## src/drma_pkg.sv

```systemverilog
// shared widths, types and the reset constant for the dual range moving average unit
`timescale 1ns / 1ps
`default_nettype none

package drma_pkg;

  localparam int unsigned RANGE_W  = 16;
  localparam int unsigned SAMPLE_W = 13;
  localparam int unsigned DIFF_W   = 14;

  typedef logic [RANGE_W-1:0]         range_t;
  typedef logic [SAMPLE_W-1:0]        sample_t;
  typedef logic signed [DIFF_W-1:0]   diff_t;

  localparam sample_t MAX_DIST_RST = SAMPLE_W'(2000);

endpackage

`default_nettype wire

```

## src/drma_if.sv

```systemverilog
// valid/ready channels for the sample pair beat and the result beat
`timescale 1ns / 1ps
`default_nettype none

interface drma_in_if import drma_pkg::*; ();
  logic   valid;
  logic   ready;
  range_t left_range;
  logic   left_timed_out;
  range_t right_range;
  logic   right_timed_out;

  modport source (
    output valid, left_range, left_timed_out, right_range, right_timed_out,
    input  ready
  );
  modport sink (
    input  valid, left_range, left_timed_out, right_range, right_timed_out,
    output ready
  );
endinterface

interface drma_out_if import drma_pkg::*; ();
  logic    valid;
  logic    ready;
  sample_t left_average;
  sample_t right_average;
  sample_t nearest_distance;
  diff_t   side_difference;

  modport source (
    output valid, left_average, right_average, nearest_distance, side_difference,
    input  ready
  );
  modport sink (
    input  valid, left_average, right_average, nearest_distance, side_difference,
    output ready
  );
endinterface

`default_nettype wire

```

## src/drma_channel.sv

```systemverilog
// one sensor channel: clamp, sample window store and exact running sum
`timescale 1ns / 1ps
`default_nettype none

module drma_channel import drma_pkg::*; #(
  parameter int unsigned WINDOW = 8,
  parameter int unsigned SLOT_W = 3,
  parameter int unsigned SUM_W  = 16
) (
  input  wire logic              clk_i,
  input  wire logic              rst_ni,
  input  wire logic              we_i,
  input  wire logic [SLOT_W-1:0] wr_slot_i,
  input  wire logic [SLOT_W-1:0] rd_slot_i,
  input  wire range_t            range_i,
  input  wire sample_t           limit_i,
  output logic [SUM_W-1:0]       sum_o
);

  sample_t           mem_q [WINDOW];
  sample_t           rd_data_q;
  logic              rd_vld_q;
  logic              byp_q;
  sample_t           byp_data_q;
  logic [WINDOW-1:0] vld_q;
  logic [SUM_W-1:0]  sum_q;
  logic [SUM_W-1:0]  sum_d;
  sample_t           sample;
  sample_t           old_sample;
  logic              same_slot;

  assign sample = (range_i >= {{(RANGE_W-SAMPLE_W){1'b0}}, limit_i}) ?
                  limit_i : range_i[SAMPLE_W-1:0];

  // prefetched entry for the current slot; never-written slots read as zero
  assign old_sample = byp_q    ? byp_data_q :
                      rd_vld_q ? rd_data_q  : '0;

  assign same_slot = we_i && (rd_slot_i == wr_slot_i);

  assign sum_d = sum_q - SUM_W'(old_sample) + SUM_W'(sample);

  always_ff @(posedge clk_i) begin
    if (we_i) begin
      mem_q[wr_slot_i] <= sample;
    end
    rd_data_q  <= mem_q[rd_slot_i];
    byp_data_q <= sample;
  end

  always_ff @(posedge clk_i or negedge rst_ni) begin
    if (!rst_ni) begin
      vld_q    <= '0;
      rd_vld_q <= 1'b0;
      byp_q    <= 1'b0;
      sum_q    <= '0;
    end else begin
      rd_vld_q <= vld_q[rd_slot_i];
      byp_q    <= same_slot;
      if (we_i) begin
        vld_q[wr_slot_i] <= 1'b1;
        sum_q            <= sum_d;
      end
    end
  end

  assign sum_o = sum_q;

endmodule

`default_nettype wire

```

## src/drma_avg.sv

```systemverilog
// window average by reciprocal multiply, registered
`timescale 1ns / 1ps
`default_nettype none

module drma_avg import drma_pkg::*; #(
  parameter int unsigned WINDOW = 8,
  parameter int unsigned SUM_W  = 16
) (
  input  wire logic             clk_i,
  input  wire logic             en_i,
  input  wire logic [SUM_W-1:0] sum_i,
  output sample_t               avg_o
);

  localparam int unsigned LOG_W  = $clog2(WINDOW);
  localparam int unsigned SHIFT  = SUM_W + LOG_W;
  localparam int unsigned REC_W  = SUM_W + 1;
  localparam int unsigned PROD_W = SUM_W + REC_W;
  // ceil(2^SHIFT / WINDOW) gives an exact floor for every sum below 2^SUM_W
  localparam longint unsigned RECIP =
    ((64'd1 << SHIFT) + 64'(WINDOW) - 64'd1) / 64'(WINDOW);
  localparam logic [REC_W-1:0] REC = REC_W'(RECIP);

  logic [PROD_W-1:0] prod;
  sample_t           avg_q;

  assign prod = PROD_W'(sum_i) * PROD_W'(REC);

  always_ff @(posedge clk_i) begin
    if (en_i) begin
      avg_q <= prod[SHIFT +: SAMPLE_W];
    end
  end

  assign avg_o = avg_q;

endmodule

`default_nettype wire

```

## src/dual_range_moving_average_unit.sv

```systemverilog
// a result passes the sum, average and result registers in turn after its sample pair beat is accepted
// throughput: one beat per cycle; stages hold and refill under output backpressure
// sample stores update in the accept cycle, averages are taken one stage later
// reset: async active low; windows, sums and slot clear at once, limit returns to 2000
// no clearing pass, entries carry valid bits so the block accepts right after reset
`timescale 1ns / 1ps
`default_nettype none

module dual_range_moving_average_unit import drma_pkg::*; #(
  parameter int unsigned WINDOW = 8
) (
  input  wire logic     clk_i,
  input  wire logic     rst_ni,
  input  wire logic     cfg_we_i,
  input  wire sample_t  cfg_wdata_i,
  drma_in_if.sink       in_i,
  drma_out_if.source    out_o
);

  localparam int unsigned SLOT_W = (WINDOW > 1) ? $clog2(WINDOW) : 1;
  localparam int unsigned SUM_W  = SAMPLE_W + $clog2(WINDOW);
  localparam logic [SLOT_W-1:0] LAST_SLOT = SLOT_W'(WINDOW - 1);

  sample_t           max_dist_q;
  logic [SLOT_W-1:0] slot_q;
  logic [SLOT_W-1:0] slot_nxt;
  logic [SLOT_W-1:0] rd_slot;
  logic              accept;
  logic              v1_q;
  logic              v2_q;
  logic              out_vld_q;
  logic              out_free;
  logic              s2_go;
  logic              s2_free;
  logic              s1_go;
  logic [SUM_W-1:0]  left_sum;
  logic [SUM_W-1:0]  right_sum;
  sample_t           left_avg;
  sample_t           right_avg;
  sample_t           left_avg_q;
  sample_t           right_avg_q;
  sample_t           nearest_q;
  diff_t             diff_q;

  // stage chain: sums, then averages, then the result register
  assign out_free  = !out_vld_q || out_o.ready;
  assign s2_go     = v2_q && out_free;
  assign s2_free   = !v2_q || out_free;
  assign s1_go     = v1_q && s2_free;
  assign in_i.ready = !v1_q || s2_free;
  assign accept    = in_i.valid && in_i.ready;

  assign slot_nxt = (slot_q == LAST_SLOT) ? '0 : slot_q + SLOT_W'(1);
  // read port prefetches the slot that the next beat will use
  assign rd_slot  = accept ? slot_nxt : slot_q;

  always_ff @(posedge clk_i or negedge rst_ni) begin
    if (!rst_ni) begin
      max_dist_q <= MAX_DIST_RST;
      slot_q     <= '0;
      v1_q       <= 1'b0;
      v2_q       <= 1'b0;
      out_vld_q  <= 1'b0;
    end else begin
      if (cfg_we_i) begin
        max_dist_q <= cfg_wdata_i;
      end
      if (accept) begin
        slot_q <= slot_nxt;
      end
      v1_q      <= accept || (v1_q && !s2_free);
      v2_q      <= s1_go || (v2_q && !out_free);
      out_vld_q <= s2_go || (out_vld_q && !out_o.ready);
    end
  end

  drma_channel #(
    .WINDOW (WINDOW),
    .SLOT_W (SLOT_W),
    .SUM_W  (SUM_W)
  ) u_left (
    .clk_i     (clk_i),
    .rst_ni    (rst_ni),
    .we_i      (accept && !in_i.left_timed_out),
    .wr_slot_i (slot_q),
    .rd_slot_i (rd_slot),
    .range_i   (in_i.left_range),
    .limit_i   (max_dist_q),
    .sum_o     (left_sum)
  );

  drma_channel #(
    .WINDOW (WINDOW),
    .SLOT_W (SLOT_W),
    .SUM_W  (SUM_W)
  ) u_right (
    .clk_i     (clk_i),
    .rst_ni    (rst_ni),
    .we_i      (accept && !in_i.right_timed_out),
    .wr_slot_i (slot_q),
    .rd_slot_i (rd_slot),
    .range_i   (in_i.right_range),
    .limit_i   (max_dist_q),
    .sum_o     (right_sum)
  );

  drma_avg #(
    .WINDOW (WINDOW),
    .SUM_W  (SUM_W)
  ) u_left_avg (
    .clk_i (clk_i),
    .en_i  (s1_go),
    .sum_i (left_sum),
    .avg_o (left_avg)
  );

  drma_avg #(
    .WINDOW (WINDOW),
    .SUM_W  (SUM_W)
  ) u_right_avg (
    .clk_i (clk_i),
    .en_i  (s1_go),
    .sum_i (right_sum),
    .avg_o (right_avg)
  );

  always_ff @(posedge clk_i) begin
    if (s2_go) begin
      left_avg_q  <= left_avg;
      right_avg_q <= right_avg;
      nearest_q   <= (left_avg < right_avg) ? left_avg : right_avg;
      diff_q      <= diff_t'({1'b0, left_avg} - {1'b0, right_avg});
    end
  end

  assign out_o.valid            = out_vld_q;
  assign out_o.left_average     = left_avg_q;
  assign out_o.right_average    = right_avg_q;
  assign out_o.nearest_distance = nearest_q;
  assign out_o.side_difference  = diff_q;

endmodule

`default_nettype wire

```

## src/flat_wrapper.sv

```systemverilog
// flat-port wrapper written by rule: the top's interface ports become plain ports
module dual_range_moving_average_unit_flat import drma_pkg::*;
#(
  parameter int unsigned WINDOW = 8
)
  (clk_i, rst_ni, cfg_we_i, cfg_wdata_i, in_i_valid, in_i_left_range, in_i_left_timed_out, in_i_right_range, in_i_right_timed_out, in_i_ready, out_o_valid, out_o_left_average, out_o_right_average, out_o_nearest_distance, out_o_side_difference, out_o_ready);
  drma_in_if in_i_i ();
  drma_out_if out_o_i ();
  input  wire logic clk_i;
  input  wire logic rst_ni;
  input  wire logic cfg_we_i;
  input  wire sample_t cfg_wdata_i;
  input wire logic [$bits(in_i_i.valid)-1:0] in_i_valid;
  input wire logic [$bits(in_i_i.left_range)-1:0] in_i_left_range;
  input wire logic [$bits(in_i_i.left_timed_out)-1:0] in_i_left_timed_out;
  input wire logic [$bits(in_i_i.right_range)-1:0] in_i_right_range;
  input wire logic [$bits(in_i_i.right_timed_out)-1:0] in_i_right_timed_out;
  output wire logic [$bits(in_i_i.ready)-1:0] in_i_ready;
  output wire logic [$bits(out_o_i.valid)-1:0] out_o_valid;
  output wire logic [$bits(out_o_i.left_average)-1:0] out_o_left_average;
  output wire logic [$bits(out_o_i.right_average)-1:0] out_o_right_average;
  output wire logic [$bits(out_o_i.nearest_distance)-1:0] out_o_nearest_distance;
  output wire logic [$bits(out_o_i.side_difference)-1:0] out_o_side_difference;
  input wire logic [$bits(out_o_i.ready)-1:0] out_o_ready;
  assign in_i_i.valid = in_i_valid;
  assign in_i_i.left_range = in_i_left_range;
  assign in_i_i.left_timed_out = in_i_left_timed_out;
  assign in_i_i.right_range = in_i_right_range;
  assign in_i_i.right_timed_out = in_i_right_timed_out;
  assign in_i_ready = in_i_i.ready;
  assign out_o_valid = out_o_i.valid;
  assign out_o_left_average = out_o_i.left_average;
  assign out_o_right_average = out_o_i.right_average;
  assign out_o_nearest_distance = out_o_i.nearest_distance;
  assign out_o_side_difference = out_o_i.side_difference;
  assign out_o_i.ready = out_o_ready;
  dual_range_moving_average_unit #(.WINDOW(WINDOW)) u_core (.clk_i(clk_i), .rst_ni(rst_ni), .cfg_we_i(cfg_we_i), .cfg_wdata_i(cfg_wdata_i), .in_i(in_i_i), .out_o(out_o_i));
endmodule
```

## config.mk

```make
export PLATFORM = sky130hd
export DESIGN_NAME = dual_range_moving_average_unit_flat
export DESIGN_NICKNAME = d
export VERILOG_FILES = /design/src/drma_pkg.sv /design/src/drma_if.sv /design/src/drma_channel.sv /design/src/drma_avg.sv /design/src/dual_range_moving_average_unit.sv /design/src/flat_wrapper.sv
export SDC_FILE = /design/constraint.sdc
export NUM_CORES = 1
export LEC_CHECK = 0
export BUFFER_PORTS_ARGS = -buffer_cell sky130_fd_sc_hd__clkbuf_2
export CAP_MARGIN = 5
export CELL_PAD_IN_SITES_DETAIL_PLACEMENT = 0
export CELL_PAD_IN_SITES_GLOBAL_PLACEMENT = 1
export CORE_MARGIN = 2
export CORE_UTILIZATION = 56
export CTS_CLUSTER_DIAMETER = 200
export DETAILED_ROUTE_END_ITERATION = 10
export HOLD_SLACK_MARGIN = 0.06
export PLACE_DENSITY_LB_ADDON = 0.25
export SLEW_MARGIN = 20
export SYNTH_ARGS = -nofsm -noshare
export SYNTH_HDL_FRONTEND = slang
export SYNTH_HIERARCHICAL = 1
export SYNTH_SLANG_ARGS = --single-unit
```

## constraint.sdc

```tcl
create_clock -name clk_i -period 8 [get_ports clk_i]
set_input_delay 0.4 -clock clk_i [delete_from_list [all_inputs] [get_ports clk_i]]
set_output_delay 0.4 -clock clk_i [all_outputs]
set_load 0.01 [all_outputs]
```

==> results.txt <==
----------------------------------------------------
[GRT]
  Largest net degree at the start of global routing ... 60
  GR Util All Layers ... 24.28%
  Number of antenna violations at the first check in global routing ... 0
  Vias in the first global route ... 11170
  Total gr overflow ... 0
  Wire length of the first global-routing pass ... 65440 µm

[Critical path]
  Number of cells on the worst reg-to-reg path ... 15
  Reg-to-Reg End ... u_core/u_left/sum_o[8]$_DFFE_PN0P_
  Critical path data required time ... 8410 ps
  Arrival time at the worst endpoint ... 5800 ps
  Startpoint type of the worst setup path ... flip-flop
  RR Startpoint ... u_core/max_dist_q[0]$_DFFE_PN0P_
  Crit path max fanout ... 25
  Reg-to-reg setup timing slack ... 2610 ps
  Type of destination of the critical path ... flip-flop
  Critical path class ... reg2reg

[Clocking]
  Clock tree root driver cell ... sky130_fd_sc_hd__clkbuf_16
  Number of hold-repair buffers added at the cts stage ... 1
  Inserted Clock Buffers ... 42
  Clock sinks ... 410
  Resize count post-CTS ... 0
  Count of buffers added by post-CTS timing repair for setup ... 0
  Buffer levels on the longest clock path ... 3
  TritonCTS clock tree ... yes
  Worst-skew pair later-pin latency ... 550 ps
  Clock edge transition at the registers on the reported setup and hold paths ... 60 ps
  Total number of H-tree levels ... 2

[Layout]
  Post-synthesis to final-layout area growth ... 12.81%
  Count of fill cells added during filler insertion ... 2464
  Most used cells in the layout excluding fill and tap cells ... 287 x sky130_fd_sc_hd__edfxtp_1, 130 x sky130_fd_sc_hd__inv_1, 105 x sky130_fd_sc_hd__clkbuf_2
  Commonest non-fill, non-tap cell in the layout ... sky130_fd_sc_hd__edfxtp_1
  Number of cells in the finished layout apart from fillers ... 1898
  Finished Cell Area ... 0.02158 mm²
  Net count, final ... 1568
  Antenna fix cells ... 0
  Share of post-route cells with drive strength above 1 ... 25.03%

[Detailed routing]
  Sum of routed wire length over all layers ... 42180 µm
  # DRC ... 0
  Per-cell routed wire length ... 22.23 µm
  DR iter-0 viols ... 1008
  Post-DRT Antenna Nets ... 0
  Detailed-route vias per instance ... 5.968
  Vias after detailed routing ... 11330
  Count of TritonRoute iterations in the first routing pass ... 5

[Min path]
  Hold path startpoint ... in_i_valid
  Number of cells on the worst hold path ... 2
  Worst hold-check path type ... in2reg
  Worst min-delay path endpoint ... u_core/v1_q$_DFF_PN0_

[Synth]
  Syn Std Cell Area ... 0.01913 mm²
  Yosys top cell area share ... 45.06%
  Cell types occupying the most area after synthesis ... sky130_fd_sc_hd__edfxtp_1 45%, sky130_fd_sc_hd__dfrtp_1 8.5%, sky130_fd_sc_hd__mux4_2 6.6%, sky130_fd_sc_hd__dfxtp_1 5.4%, sky130_fd_sc_hd__ha_1 4.8%
  Number of flops mapped to enable cells by yosys ... 287
  Avg Cell Area, Syn ... 14.66 µm²
  Yosys cell types ... 78
  YS warnings ... 6
  Flip-flop and latch count after synthesis ... 410
  Async set-or-reset flop fraction in the synthesized netlist ... 17.32%
  Post-synth top flop ... sky130_fd_sc_hd__edfxtp_1
  Synthesized instance count ... 1305
  Mapped Nets ... 1457
  Register area share after synthesis ... 59.83%
  Most area-hungry cell type in the Yosys netlist ... sky130_fd_sc_hd__edfxtp_1

[Timing]
  Final number of hold-violating endpoints ... 0
  Max-slew headroom ... 30.99%
  Least-Margin Pin Slew ... 1034 ps
  Number of endpoints failing setup at the final stage ... 0
  TNS Setup ... 0 ps
  Time the final worst path needs with I/O delays and setup ... 5392 ps
  Max-slew violation count ... 0
  RSZ-0062 raised after global routing ... false
  Final worst clock skew ... 15.56 ps
  Final period util ... 67.40%
  Fmax ... 0.1855 GHz

[Floorplanning]
  Core Region ... 0.03362 mm²
  Number of core rows ... 67
  Horizontal die dimension ... 188.8 µm
  Die outline area ... 0.03565 mm²
  Initial Util ... 56.90%
  Total I/O pin count ... 107
  Floorplan die height ... 188.8 µm

[Flow run]
  Max-capacitance violation count ... 0

[Power]
  Maximum vdd drop ... 0.0002341 V
  Standby leakage power ... 8.484 nW
  Ratio of total power to cell area ... 435.3 mW/mm²
  Total power after layout ... 0.009393 W

[Place]
  Number of placed cells counting well taps ... 1819
  Port bufs ... 106
  Final GP Congestion ... 0.9298
  Placed wire-length estimate after detailed placement ... 28700 µm
  Total cell area at the placement stage ... 0.02011 mm²

[Status]
  Outcome ... complete, no violations

----------------------------------------------------
## flip-flops by register name, indices dropped and copies added, names as in the netlist, 3 cells and up
signal                         count
u_core/max_dist_q                 13
u_core/out_o.left_average         13
u_core/out_o.nearest_distance     13
u_core/out_o.right_average        13
u_core/out_o.side_difference      14
u_core/slot_q                      3
u_core/u_left/byp_data_q          13
u_core/u_left/mem_q              104
u_core/u_left/rd_data_q           13
u_core/u_left/sum_o               16
u_core/u_left/vld_q                8
u_core/u_left_avg/avg_o           13
u_core/u_right/byp_data_q         13
u_core/u_right/mem_q             104
u_core/u_right/rd_data_q          13
u_core/u_right/sum_o              16
u_core/u_right/vld_q               8
u_core/u_right_avg/avg_o          13
## critical path, cell delays in order (launching register included)
cell                       delay, ps
sky130_fd_sc_hd__dfrtp_1         460
sky130_fd_sc_hd__ha_1            300
sky130_fd_sc_hd__nand2b_1        140
sky130_fd_sc_hd__a21o_1          170
sky130_fd_sc_hd__a211oi_1        260
sky130_fd_sc_hd__o21a_1          460
sky130_fd_sc_hd__or2_1           710
sky130_fd_sc_hd__a311o_1         530
sky130_fd_sc_hd__fa_1            540
sky130_fd_sc_hd__fa_1            490
sky130_fd_sc_hd__a21oi_1         220
sky130_fd_sc_hd__o21ai_0         130
sky130_fd_sc_hd__a21oi_1         300
sky130_fd_sc_hd__o21ai_0         270
sky130_fd_sc_hd__xnor2_1         200
sky130_fd_sc_hd__mux2i_1         100
## metrics by stage
stage / hold slack (ps) / util [%] / worst slack (ps)
6_report: 86.42 / 64.18 / 2608
4_1_cts: 74.84 / 64.17 / 2638
3_3_place_gp: 346.4 / 59.81 / 2678
2_1_floorplan: 104.4 / - / 3743
5_1_grt: 83.42 / 64.18 / 2061
3_5_place_dp: 354.6 / 59.81 / 2577
## worst max path at each step
stage | startpoint | to | slack [ps] | cells after the start
after floorplan | u_core/max_dist_q[9]$_DFFE_PN1P_ | u_core/u_left/sum_o[8]$_DFFE_PN0P_ | 3740 | 17
after global placement | in_i_left_range[0] | u_core/u_left/sum_o[8]$_DFFE_PN0P_ | 2680 | 17
after detailed placement | in_i_left_range[0] | u_core/u_left/sum_o[8]$_DFFE_PN0P_ | 2580 | 17
after CTS | u_core/max_dist_q[0]$_DFFE_PN0P_ | u_core/u_left/sum_o[8]$_DFFE_PN0P_ | 2640 | 15
after global routing | u_core/max_dist_q[0]$_DFFE_PN0P_ | u_core/u_left/sum_o[8]$_DFFE_PN0P_ | 2060 | 15
final | u_core/max_dist_q[0]$_DFFE_PN0P_ | u_core/u_left/sum_o[8]$_DFFE_PN0P_ | 2610 | 15
## cells by family (layout without fill, tap and decap cells)
kind of cell,Yosys count,count (layout),share of synthesized area (%)
AOI/OAI and AO/OA,249,249,10.28
and+or+nand+nor,190,190,5.240
DFF,410,410,59.83
xor gates and xnor gates,35,35,1.603
buffers and inverters,182,327,3.977
adders and majority gates,100,100,7.602
muxes,139,139,11.46
## power by group
| part | switching, W | internal (W) |
|---|---|---|
| Clock | 0.000802 | 0.00120 |
| Sequential | 0.000264 | 0.00282 |
| Combinational | 0.00241 | 0.00190 |
## cell type report
class	instances	area (µm²)	share of cell area, %
clock inverters	16	229.0	1.061
inverters	130	488.0	2.262
flip-flops and latches	410	11440	53.04
clock buffers	62	1226	5.683
repair buffers	119	633.1	2.934
well taps	448	560.5	2.598
multi-input cells	713	6995	32.42
## cells in the mapped netlist (all sizes together) (11+ instances only)
master / count
xnor2: 26
nor4: 17
a311oi: 13
a221o: 13
or2: 18
ha: 73
nor2: 29
a21oi: 45
fa: 27
a311o: 13
mux2i: 24
nand2b: 16
edfxtp: 287
dfxtp: 52
buf: 32
clkbuf: 20
o21bai: 11
nand2: 52
dfrtp: 65
nand4: 13
a22o: 49
o21ai: 36
mux2: 59
nor3: 14
a21o: 24
mux4: 56
inv: 130
## metal layers
layer,wire (µm),GRT usage [%]
met5,0,0
met4,1114,6.400
met3,2384,2.794
met2,20670,40.71
met1,18010,34.10
Power figures use the tool's default switching activity.
